`config.mk`:
```
export PLATFORM = sky130hd
export DESIGN_NAME = pmti_ram
export DESIGN_NICKNAME = d
export VERILOG_FILES = /design/src/rtl/core/pmti_ram.sv
export SDC_FILE = /design/constraint.sdc
export NUM_CORES = 1
export LEC_CHECK = 0
export ABC_CLOCK_PERIOD_IN_PS = 2000
export BUFFER_PORTS_ARGS = -buffer_cell sky130_fd_sc_hd__buf_2
export CORE_UTILIZATION = 60
export CTS_CLUSTER_SIZE = 28
export DETAILED_ROUTE_END_ITERATION = 10
export PLACE_DENSITY = 0.79
export SLEW_MARGIN = 20
export SYNTH_ARGS = -nofsm -noshare
export SYNTH_HDL_FRONTEND = slang
export SYNTH_SLANG_ARGS = --single-unit
export TNS_END_PERCENT = 10
```
`constraint.sdc`:
```
create_clock -name clk -period 2 [get_ports clk]
set_input_delay 0.1 -clock clk [delete_from_list [all_inputs] [get_ports clk]]
set_output_delay 0.1 -clock clk [all_outputs]
set_load 0.005 [all_outputs]
```
`src/rtl/core/pmti_ram.sv`:
```
// generic ram, one write port and two registered read ports
module pmti_ram #(
  parameter int DATA_W = 8,
  parameter int DEPTH  = 16
) (
  input  logic                     clk,
  input  logic                     we,
  input  logic [$clog2(DEPTH)-1:0] waddr,
  input  logic [DATA_W-1:0]        wdata,
  input  logic [$clog2(DEPTH)-1:0] raddr_a,
  input  logic [$clog2(DEPTH)-1:0] raddr_b,
  output logic [DATA_W-1:0]        rdata_a,
  output logic [DATA_W-1:0]        rdata_b
);

  logic [DATA_W-1:0] mem [DEPTH];
  logic [DATA_W-1:0] rd_a_r;
  logic [DATA_W-1:0] rd_b_r;

  always_ff @(posedge clk) begin
    if (we) begin
      mem[waddr] <= wdata;
    end
    rd_a_r <= mem[raddr_a];
    rd_b_r <= mem[raddr_b];
  end

  assign rdata_a = rd_a_r;
  assign rdata_b = rd_b_r;

endmodule

```
======== Word-level counts from Yosys, hierarchy flattened ========
Memories as Yosys holds them, arrays and structs flattened. A register that Yosys moved wholly into a read port is not among the register bits.
Index checks and enable logic that the tools add are counted.
word-level totals
  register bits ........................... 0
  bits in writable memories ............... 128
  input bits .............................. 22
  output and inout port bits .............. 16
  logic and storage cells ................. 3
  memories kept ........................... 1
operators by class
  mux-type cells .......................... 2
memories
  name  depth  width  rd ports  clocked after Yosys merged registers in  write ports  line  RTL
  mem   16     8      2         2                                        1            16    logic [DATA_W-1:0] mem [DEPTH];
operators by type and width
  kind               count
  1-bit two-way mux  2

======== Logic depth before layout (Yosys ltp) ========
  depth in word-level cells ............... 2
  depth in mapped cells ................... 5
  mapped depth without buffers ............ 3

======== Least setup slack after synthesis ========
No wires, ideal clock.
  path kind ............................... input to register
  start ................................... input waddr[2]
  end ..................................... memory mem[0][0] (enable)
  setup time .............................. 0.383 ns
  arrival ................................. 1.210 ns
  data required time ...................... 1.617 ns
  setup slack ............................. 0.407 ns
  cell stages on the path ................. 2
  path buffers ............................ 0
  cell sequence ........................... or3b_2 > nor3_1
RTL lines
  what             line  RTL
  start, declared  8     input logic [$clog2(DEPTH)-1:0] waddr,
  end, declared    16
No word-level cell before the write port.

==> impl_metrics.yaml <==
floorplan:
  start_util_pct: 61.7
  core_area_sq_mm: 0.0103
  io_pins: 38
  die_w_microns: 105
  die_h_microns: 105
  die_area_sq_mm: 0.0110
  rows: 37
clocking:
  cts_max_level: 4
  cts_buffer_depth: 2
  clk_pin_slew_ns: 0.06
  clock-root-buffer: "clkbuf_8"
  clock_latency_ns: 0.52
  tritoncts: "built"
  cts.sinks: 144
  cts_buffers: 17
hold_path:
  hold_class: "input pin to register"
timing:
  hold_violations: 0
  relSlewSlack_pct: 61.8
  setup_viol: 0
  min_period_over_period_pct: 73.3
  holdWs_ns: 0.101
  finalMaxSlewViolations: 0
  rsz0062_at_grt: "no"
  setup_tns_ns: 0
  max_freq_ghz: 0.682
  min_period_ns: 1.47
  worst_slew_pin_slew_ns: 0.573
  skew_ns: 0.00631
logic_synthesis:
  yosysUniqueCellTypes: 20
  synthMuxAreaShare_pct: 24.4
  synth-main-ff-cell: "edfxtp_1"
  synth-xor-area-share_pct: 0
  synth_area_sq_mm: 0.00635
  syn_nets: 329
  synthCells: 307
  synthSimpleGateAreaFrac_pct: 3.43
  synth_edf_count: 128
  synth-seq-area-share_pct: 65.6
  synth-adder-area-share_pct: 0
  syn_area_per_cell_sq_um: 20.7
  synth_compound_area_share_pct: 3.79
  async_reset_ff_share_pct: 0
  ys_warn_count: 0
  ys_ff_latch: 144
  synth_top_family_by_area: "multiplexers"
grt:
  grt_pass1_wl_microns: 21500
  grt_max_degree: 19
  overflow: 0
  antenna_found_initial: 0
  track_usage_pct: 28.7
  grt_pass1_vias: 3624
route:
  wire_per_inst_microns: 27.2
  drcViolationCount: 0
  drt-initial-drc-count: 356
  dr_total_vias: 3553
  drt-vias-per-instance: 6.73
  ant_nets: 0
  drtPass1Iterations: 5
  wl_microns: 14300
worst_setup_path:
  reg2reg_slack_ns: 0.53
  critPathCaptureType: "register"
  worstSetupPathType: "register to register"
  worstPathRequired_ns: 2.41
  worst_setup_path_start_kind: "register"
  cp_max_fo: 2
  critPathArrivalTime_ns: 1.87
power:
  power_switching_share_pct: 22.0
  p_leak_nw: 2.61
  p_clk_share_pct: 43.3
  power_switching_mw: 1.52
  internal_power_mw: 5.39
  powerDensity_mw_per_mm2: 931
  pwr-share-seq_pct: 49.2
  power_frac_comb_pct: 7.5
  ir_drop_mv: 0.588
cells_and_area:
  layout-drive-gt1-share_pct: 33.2
  nets: 401
  area_growth_pct: 16.9
  final_util_pct: 72.2
  final_cell_mix: "128 x edfxtp_1, 37 x buf_2, 34 x mux4_2"
  antennaDiodeCount: 0
  mostFrequentLayoutCell: "edfxtp_1"
run:
  drv_cap: 0
run_status:
  status: "complete, no violations"
placed_design:
  routabilityCongestion: 0.773
  port_buffers: 37
  dp_hpwl_microns: 8940
-- layer usage --
layer	track usage [%]	routed length [microns]	vias up
li1	-	-	1493
met3	8.17	1520	31
met5	0	0	-
met1	37.9	5190	1802
met4	10.6	304	0
met2	46.3	7330	227
-- final cells by class --
cell class	count	area (sq um)
timing repair buffer	73	513
tap	136	170
multi-input combinational	143	2010
fill	605	2860
clock buffer	18	418
sequential	144	4160
clock inverter	14	141
-- critical path, stage by stage (launching register included) --
cell and delay, ns:
edfxtp_1 0.39, mux4_4 0.61, a22oi_1 0.28, nand2_1 0.08
-- logic make-up after synthesis --
group                  after synthesis
muxes                               64
AOI/OAI and AO/OA                   32
buffers and inverters               20
DFF                                144
and+or+nand+nor                     47
-- power by group through the flow --
| stage | registers [mW] | clock network (mW) | logic [mW] |
|---|---|---|---|
| floorplan | 3.46 | 0 | 0.304 |
| global placement | 3.45 | 0 | 0.487 |
| detailed placement | 3.46 | 0 | 0.501 |
| CTS | 3.40 | 3.01 | 0.518 |
| global route | 3.41 | 3.14 | 0.547 |
| finish | 3.40 | 2.99 | 0.518 |
-- final timing paths --
kind               from         end  depth (start not counted)
min reg2reg  mem[12][4]  rdata_a[4]                          3
min            waddr[2]   mem[1][5]                          3
max           mem[2][0]  rdata_a[0]                          3
max reg2reg   mem[2][0]  rdata_a[0]                          3
-- cells in the mapped netlist (4+ instances only) --
| cell | count | area, sq um |
|---|---|---|
| mux4_1 | 28 | 736 |
| mux4_2 | 34 | 766 |
| buf_2 | 6 | 30.0 |
| nor2_1 | 14 | 52.6 |
| buf_6 | 6 | 67.6 |
| a22oi_1 | 32 | 240 |
| dfxtp_1 | 16 | 320 |
| nor3_1 | 4 | 20.0 |
| clkdlybuf4s25_2 | 6 | 60.1 |
| nand2_1 | 17 | 63.8 |
| edfxtp_1 | 128 | 3840 |
-- per-stage QoR --
step	setup WS (ns)	area (sq um)	std cells	power, mW
6_report	0.534	7420	528	6.91
5_1_grt	0.470	7420	528	7.10
4_1_cts	0.525	7420	528	6.92
3_5_place_dp	0.282	6780	488	3.96
3_3_place_gp	0.346	6780	488	3.94
2_1_floorplan	0.407	6350	307	3.76
-- repair_timing --
item / in CTS / in global routing
hold endpoints to repair: 128 / 0
hold buffers: 8 / 0
endpoints found under the setup margin: 0 / 0
setup buffers: 0 / 0
gates resized for setup: 0 / 0
-- state kept, by name, summed over array words and instances (netlist names) --
signal / flops
mem: 128
rdata_a: 8
rdata_b: 8
Power figures use the tool's default switching activity.
