## src/rtl/core/pmti_pkg.sv

```systemverilog
// shared constants, types and helpers of the poisson mixture table interpolator
package pmti_pkg;

  // table geometry
  localparam int NUM_LEVELS    = 12;
  localparam int TABLE_COLUMNS = 1024;
  localparam int HALF_COLUMNS  = (TABLE_COLUMNS + 1) / 2;
  localparam int BANK_DEPTH    = NUM_LEVELS * HALF_COLUMNS;
  localparam int ADDR_W        = $clog2(BANK_DEPTH);
  localparam int ROW_W         = $clog2(NUM_LEVELS);
  localparam int COL_W         = $clog2(TABLE_COLUMNS);

  // word field widths
  localparam int OP_W       = 1;
  localparam int TROW_W     = 4;
  localparam int TCOL_W     = 10;
  localparam int CDF_W      = 17;
  localparam int INT_W      = 24;
  localparam int INTENS_W   = 32;
  localparam int ACT_W      = 20;
  localparam int GEN_W      = 28;
  localparam int WORD_W     = CDF_W + INT_W;

  // register widths and reset values
  localparam int AMP_W      = 21;
  localparam int ISTEP_W    = 16;
  localparam int SCALE_W    = 20;
  localparam int CFG_IDX_W  = 2;
  localparam int CFG_DATA_W = AMP_W;
  localparam logic [AMP_W-1:0]   AMP_RST   = AMP_W'(65536);
  localparam logic [ISTEP_W-1:0] ISTEP_RST = ISTEP_W'(5120);
  localparam logic [SCALE_W-1:0] SCALE_RST = SCALE_W'(65536);

  // fixed point layout
  localparam int FRAC_W    = 16;
  localparam int WGT_W     = 20;
  localparam int CW_W      = FRAC_W + 1;
  localparam int X_W       = INTENS_W + ISTEP_W;
  localparam int XCOL_LSB  = 24;
  localparam int XCOL_W    = X_W - XCOL_LSB;
  localparam int RES_SHIFT = 3 * FRAC_W;
  localparam logic [ACT_W-1:0] ACT_MAX = '1;
  localparam logic [GEN_W-1:0] GEN_MAX = '1;

  // result queue
  localparam int FIFO_DEPTH = 8;
  localparam int FIFO_PTR_W = $clog2(FIFO_DEPTH);
  localparam int FIFO_CNT_W = FIFO_PTR_W + 1;

  typedef enum logic [OP_W-1:0] {
    OP_LOAD  = 1'b0,
    OP_QUERY = 1'b1
  } op_t;

  typedef enum logic [CFG_IDX_W-1:0] {
    CFG_AMPLITUDE     = 2'd0,
    CFG_INVERSE_STEP  = 2'd1,
    CFG_MIXTURE_SCALE = 2'd2
  } cfg_reg_t;

  typedef logic [ADDR_W-1:0] addr_t;
  typedef logic [WORD_W-1:0] word_t;

  // row bases and mixture weights derived from the registers
  typedef struct packed {
    addr_t              base_lo;
    addr_t              base_hi;
    logic [WGT_W-1:0]   w_lo;
    logic [WGT_W-1:0]   w_hi;
  } row_cfg_t;

  // sideband that travels with the table read
  typedef struct packed {
    logic              query;
    logic [FRAC_W-1:0] frac;
    logic              l_odd;
    logic              r_odd;
  } mac_ctl_t;

  typedef struct packed {
    logic             push;
    logic [ACT_W-1:0] active;
    logic [GEN_W-1:0] generated;
  } mac_res_t;

  // first bank address of a row (one bank holds every other column)
  function automatic addr_t row_base(input addr_t row);
    row_base = row * addr_t'(HALF_COLUMNS);
  endfunction

endpackage

```

## src/rtl/core/pmti_rowsel.sv

```systemverilog
// mixture row selection and scaled row weights from the amplitude and mixture scale registers
module pmti_rowsel (
  input  logic                         clk,
  input  logic [pmti_pkg::AMP_W-1:0]   amplitude,
  input  logic [pmti_pkg::SCALE_W-1:0] scale,
  output pmti_pkg::row_cfg_t           row_cfg
);

  localparam int A_W    = pmti_pkg::AMP_W + 1;
  localparam int N_W    = A_W - pmti_pkg::FRAC_W;
  localparam int RAW_W  = pmti_pkg::FRAC_W + 1;
  localparam int PROD_W = RAW_W + pmti_pkg::SCALE_W;
  localparam logic [A_W-1:0]   A_TOP = A_W'(pmti_pkg::NUM_LEVELS * (1 << pmti_pkg::FRAC_W));
  localparam logic [RAW_W-1:0] ONE   = RAW_W'(1 << pmti_pkg::FRAC_W);

  logic [A_W-1:0]               a_cl;
  logic [N_W-1:0]               n;
  logic [pmti_pkg::FRAC_W-1:0]  f;
  logic [RAW_W-1:0]             raw_lo;
  logic [RAW_W-1:0]             raw_hi;
  logic [pmti_pkg::ROW_W-1:0]   row_lo;
  logic [pmti_pkg::ROW_W-1:0]   row_hi;
  logic [PROD_W-1:0]            prod_lo;
  logic [PROD_W-1:0]            prod_hi;
  pmti_pkg::row_cfg_t           row_cfg_nxt;
  pmti_pkg::row_cfg_t           row_cfg_r;

  always_comb begin
    a_cl   = ({1'b0, amplitude} > A_TOP) ? A_TOP : {1'b0, amplitude};
    n      = a_cl[A_W-1:pmti_pkg::FRAC_W];
    f      = a_cl[pmti_pkg::FRAC_W-1:0];
    raw_lo = ONE - {1'b0, f};
    raw_hi = {1'b0, f};
    row_lo = pmti_pkg::ROW_W'(n - N_W'(1));
    row_hi = pmti_pkg::ROW_W'(n);
    // below one level only row 0 carries weight
    if (n == '0) begin
      row_lo = '0;
      row_hi = '0;
      raw_lo = '0;
    end
    // at the top the full weight moves onto the last row
    if (n == N_W'(pmti_pkg::NUM_LEVELS)) begin
      row_hi = row_lo;
      raw_hi = raw_lo;
      raw_lo = '0;
    end
    prod_lo = PROD_W'(raw_lo) * PROD_W'(scale);
    prod_hi = PROD_W'(raw_hi) * PROD_W'(scale);
    row_cfg_nxt.base_lo = pmti_pkg::row_base(pmti_pkg::ADDR_W'(row_lo));
    row_cfg_nxt.base_hi = pmti_pkg::row_base(pmti_pkg::ADDR_W'(row_hi));
    row_cfg_nxt.w_lo    = prod_lo[pmti_pkg::FRAC_W +: pmti_pkg::WGT_W];
    row_cfg_nxt.w_hi    = prod_hi[pmti_pkg::FRAC_W +: pmti_pkg::WGT_W];
  end

  always_ff @(posedge clk) begin
    row_cfg_r <= row_cfg_nxt;
  end

  assign row_cfg = row_cfg_r;

endmodule

```

## config.mk

```make
export PLATFORM = sky130hd
export DESIGN_NAME = pmti_rowsel
export DESIGN_NICKNAME = d
export VERILOG_FILES = /design/src/rtl/core/pmti_pkg.sv /design/src/rtl/core/pmti_rowsel.sv
export SDC_FILE = /design/constraint.sdc
export NUM_CORES = 2
export LEC_CHECK = 0
export BUFFER_PORTS_ARGS = -buffer_cell sky130_fd_sc_hd__buf_2
export CAP_MARGIN = 20
export CORE_UTILIZATION = 65
export CTS_CLUSTER_DIAMETER = 200
export DETAILED_ROUTE_END_ITERATION = 7
export GPL_TIMING_DRIVEN = 0
export HOLD_SLACK_MARGIN = 0.02
export MAX_ROUTING_LAYER = met4
export PLACE_DENSITY = 0.93
export SETUP_SLACK_MARGIN = 0.1
export SKIP_LAST_GASP = 1
export SLEW_MARGIN = 20
export SYNTH_ARGS = -nofsm -noshare
export SYNTH_HDL_FRONTEND = slang
export SYNTH_SLANG_ARGS = --single-unit
```

## constraint.sdc

```tcl
create_clock -name clk -period 25 [get_ports clk]
set_input_delay 2.5 -clock clk [delete_from_list [all_inputs] [get_ports clk]]
set_output_delay 2.5 -clock clk [all_outputs]
set_load 0.05 [all_outputs]
```

# --- Word level (Yosys, flattened, before mapping) ---
# Index checks and enable logic that the tools add are counted.
word_totals:
  reg_bits: 48
  inputBits: 42
  output_inout_bits: 66
  wordCells: 18
classes:
  n_addsub: 2
  mul: 2
  n_lt_le_gt_ge: 1
  n_eq_ne: 1
  muxes: 7
  n_reduce_logical: 1
ops:
  columns: ["operator", "count"]
  rows:
  - ["17-bit by 20-bit multiplier with 36-bit output", 2]
  - ["17-bit two-way mux", 3]
  - ["21-bit by 20-bit > comparator with 1-bit output, second input constant", 1]
  - ["21-bit two-way mux", 1]
  - ["17-bit by 16-bit subtractor with 17-bit output, first input constant", 1]
  - ["4-bit two-way mux", 3]
  - ["6-bit logical NOT", 1]
  - ["5-bit by 4-bit == test with 1-bit output, second input constant", 1]
  - ["4-bit by 1-bit subtractor with 4-bit output, second input constant", 1]

# --- Longest topological paths before layout ---
depth:
  depth_word: 6
  depth_mapped: 39

# --- Least setup slack after synthesis ---
# Ideal clock, no wire load.
synth_path:
  path_kind: "input -> register"
  from: "in amplitude[13] in the netlist's numbering"
  to: "reg row_cfg_r (netlist bit row_cfg[39])"
  setup_time_ns: 0.062
  t_arrival_ns: 11.162
  path_slack_ns: 13.776
  path_stages: 33
  cell_sequence: "clkbuf_1 or4_4 nor4b_1 nand4_1 a31oi_2 buf_4 buf_2 clkbuf_1 nand2_1 ha_1 and2_1 nor2_1 and2_1 buf_2 nand2_1 fa_1 fa_1 fa_1 fa_1 inv_1 fa_1 inv_1 fa_1 inv_1 ha_1 a211oi_1 o22ai_1 or4b_4 a31oi_4 o21ai_2 a2111o_1 or4b_1 nand3_1"
synth_between:
  elab_chain_len: 6
  word_cells_on_any_way: 8
  cone_classes: "1 x add/sub; 1 x mul; 1 x order compare; 1 x eq/ne; 3 x mux; 1 x reduce/logical"
synth_rtl:
  columns: ["item", "line", "text"]
  rows:
  - ["start: declaration", "pmti_rowsel.sv:4", "input logic [pmti_pkg::AMP_W-1:0] amplitude,"]
  - ["21-bit by 20-bit > comparator with 1-bit output", "pmti_rowsel.sv:29", "a_cl = ({1'b0, amplitude} > A_TOP) ? A_TOP : {1'b0, amplitude};"]
  - ["21-bit two-way mux *", "pmti_rowsel.sv:29", null]
  - ["17-bit by 16-bit subtractor with 17-bit output or 6-bit logical NOT (tied branches)", "pmti_rowsel.sv:32, pmti_rowsel.sv:37", null]
  - ["17-bit two-way mux", "pmti_rowsel.sv:37", "if (n == '0) begin"]
  - ["17-bit two-way mux *", "pmti_rowsel.sv:43", "if (n == N_W'(pmti_pkg::NUM_LEVELS)) begin"]
  - ["17-bit by 20-bit multiplier with 36-bit output *", "pmti_rowsel.sv:48", "prod_lo = PROD_W'(raw_lo) * PROD_W'(scale);"]
  - ["via prod_lo[35]", "pmti_rowsel.sv:23", "logic [PROD_W-1:0] prod_lo;"]
  - ["end signal: assignment", "pmti_rowsel.sv:57", "row_cfg_r <= row_cfg_nxt;"]
  - ["end: declaration", "pmti_rowsel.sv:26", "pmti_pkg::row_cfg_t row_cfg_r;"]
# The timed path passes the listed nets; every way through them passes the cells marked *.

# --- Worst setup path after layout ---
# Same ends and word-level chain as after synthesis.

==> results.sh <==
export IMPL_status="finished with violations"
export IMPL_violations="design-rule violations"
export IMPL_dieHeight_um=189
export IMPL_grt_use_total=0.411
export IMPL_period_share=0.534
export IMPL_ys_types=59
export IMPL_post_cts_setup_buffers=0
export IMPL_dr_pass1_iters=8
export IMPL_hold_path_depth=2
export IMPL_cap_violations=0
export IMPL_cp_end_kind="flop"
export IMPL_p_leak_uw=0.0130
export IMPL_synth_edf_count=0
export IMPL_num_nets_final=3532
export IMPL_grt_pass1_wl_mm=107
export IMPL_vdd_ir_drop_max_uv=145
export IMPL_routed_wl_mm=66.5
export IMPL_io_buffers=86
export IMPL_finalHoldViolCount=0
export IMPL_maxClockFrequency_mhz=74.9
export IMPL_crit_type="in2reg"
export IMPL_wire_per_inst_um=20.8
export IMPL_cpPeakStageDelay_ps=640
export IMPL_synthArstFlopShare=0
export IMPL_synth_common_cells="665 x inv_1, 532 x fa_1, 426 x nand2_1"
export IMPL_dieArea_sq_um=35800
export IMPL_drv_slew=0
export IMPL_slew_headroom=0.219
export IMPL_tightest_slew_ps=1170
export IMPL_rsz0062_at_grt="false"
export IMPL_setup_viol=0
export IMPL_ctsResizeCount=0
export IMPL_vias=18600
export IMPL_dp_slack_ps=11300
export IMPL_ys_warn_count=0
export IMPL_ys_ff_latch=48
export IMPL_synth_top_area_cell="fa_1"
export IMPL_syn_to_final_growth_pct=5.36
export IMPL_min_delay_start="amplitude[16]"
export IMPL_hpwl_mm=55.0
export IMPL_gp_congestion=1.04
export IMPL_synth_area_sq_um=22800
export IMPL_cts_buffer_depth=2
export IMPL_drive_above_1_share=0.0568
export IMPL_coreArea_sq_um=34500
export IMPL_synth_area_leaders="fa_1 47%, ha_1 12%, inv_1 11%"
export IMPL_crit_path_frequent_cell="fa_1"
export IMPL_hold_class="in2reg"
export IMPL_vias_per_cell=5.82
export IMPL_yosysMostFrequentCell="inv_1"
export IMPL_layout_setup_ws_ps=11660
export IMPL_placed_area_sq_um=23800
export IMPL_ys_seq_area_frac=0.0422
export IMPL_dp_cells=3194
export IMPL_cts_root_buf="clkbuf_16"
export IMPL_clk_pin_slew_ps=80
export IMPL_drt_iter0_drc=1614
export IMPL_die_w_um=189
export IMPL_first_global_vias=20600
export IMPL_postCtsHoldBufs=0
export IMPL_p_per_area_nw_per_um2=85.0
export IMPL_start_util=0.660
export IMPL_h_tree_depth=2
export IMPL_fin_tns_setup_ps=0
export IMPL_required_ps=25280
export IMPL_overflow=0
export IMPL_cp_max_fo=10
export IMPL_finalCriticalPeriod_ps=13340
export IMPL_final_cell_area_sq_um=24000
export IMPL_numCtsBuffers=5
export IMPL_synth_top_area_share=0.468
export IMPL_worst_path_max_delay_cell="nor4_2"
export IMPL_postRouteAntennaNets=0
export IMPL_synthCells=2636
export IMPL_start_kind="primary input"
export IMPL_grt_start_max_net_pins=14
export IMPL_cts_sinks=48
export IMPL_synth_flop_cell="dfxtp_1"
export IMPL_synth_area_per_cell_sq_um=8.63
export IMPL_io_pins=108
export IMPL_final_cells=3203
export IMPL_arrival_ps=13620
export IMPL_largest_reg_flops=48
export IMPL_cts_tree="yes"
export IMPL_placementRows=68
export IMPL_antenna_found_initial=4
export IMPL_hold_path_end="row_cfg[62]$_DFF_P_"
export IMPL_drc=1
report_power, final:
group / total, uW / switching, uW / internal, uW
clock network: 81.7 / 41.3 / 40.4
logic: 1820 / 1100 / 718
registers: 137 / 7.68 / 129
layer usage:
layer,routed length [um],up-vias,share of wire,global-route usage
li1,-,7922,-,-
met1,24300,9279,0.37,0.509
met2,30400,1122,0.46,0.640
met3,7670,304,0.12,0.0860
met4,4130,0,0.062,0.212
met5,0,-,0,-
layout make-up:
cell class,instances,area [sq um]
buffer,163,721
multi-input combinational,1777,18600
fill,2626,10500
inverter,665,2500
timing repair buffer,86,430
sequential,48,961
tap,455,569
clock buffer,8,146
antenna,1,2.50
logic make-up after synthesis:
| kind of cell | share of synthesized area |
|---|---|
| compound gates | 0.0358 |
| xor+xnor | 0.0185 |
| fa+ha+maj | 0.585 |
| buf+inv | 0.141 |
| flops | 0.0422 |
| other cells | 0.000165 |
| simple gates | 0.177 |
worst max-delay path by stage:
stage	slack (ps)	from	depth (start not counted)	endpoint
global route	11150	amplitude[13]	35	row_cfg[39]$_DFF_P_
global placement	11460	amplitude[13]	35	row_cfg[39]$_DFF_P_
floorplan	13780	amplitude[13]	33	row_cfg[39]$_DFF_P_
CTS	11630	amplitude[13]	35	row_cfg[39]$_DFF_P_
detailed placement	11300	amplitude[13]	35	row_cfg[39]$_DFF_P_
finish	11660	amplitude[13]	35	row_cfg[39]$_DFF_P_
stage by stage:
| stage | power, uW | util | hold WS, ps |
|---|---|---|---|
| CTS | 2030 | 0.696 | 2370 |
| global route | 2290 | 0.696 | 2380 |
| finish | 2040 | 0.696 | 2380 |
| detailed placement | 1940 | 0.691 | 2730 |
| floorplan | 1520 | - | 2590 |
| global placement | 1830 | 0.691 | 2730 |
worst max-delay path, delay by kind of cell:
family                   cells  cell delay (ps)
buffers and inverters        9             2420
AND/OR/NAND/NOR             10             3070
AO/OA/AOI/OAI                8             2060
adder cells (fa/ha/maj)      8             3540
layout by cell type, fill, tap and decap left out, drive strengths merged, types with 47 or more instances in the layout:
| cell type | Yosys | layout |
|---|---|---|
| clkbuf | 112 | 120 |
| nand2 | 426 | 426 |
| fa | 532 | 532 |
| buf | 51 | 137 |
| and3 | 97 | 97 |
| and2 | 154 | 154 |
| inv | 665 | 665 |
| nor2 | 47 | 47 |
| nand3 | 56 | 56 |
| dfxtp | 48 | 48 |
| ha | 212 | 212 |
Power figures use the tool's default switching activity.
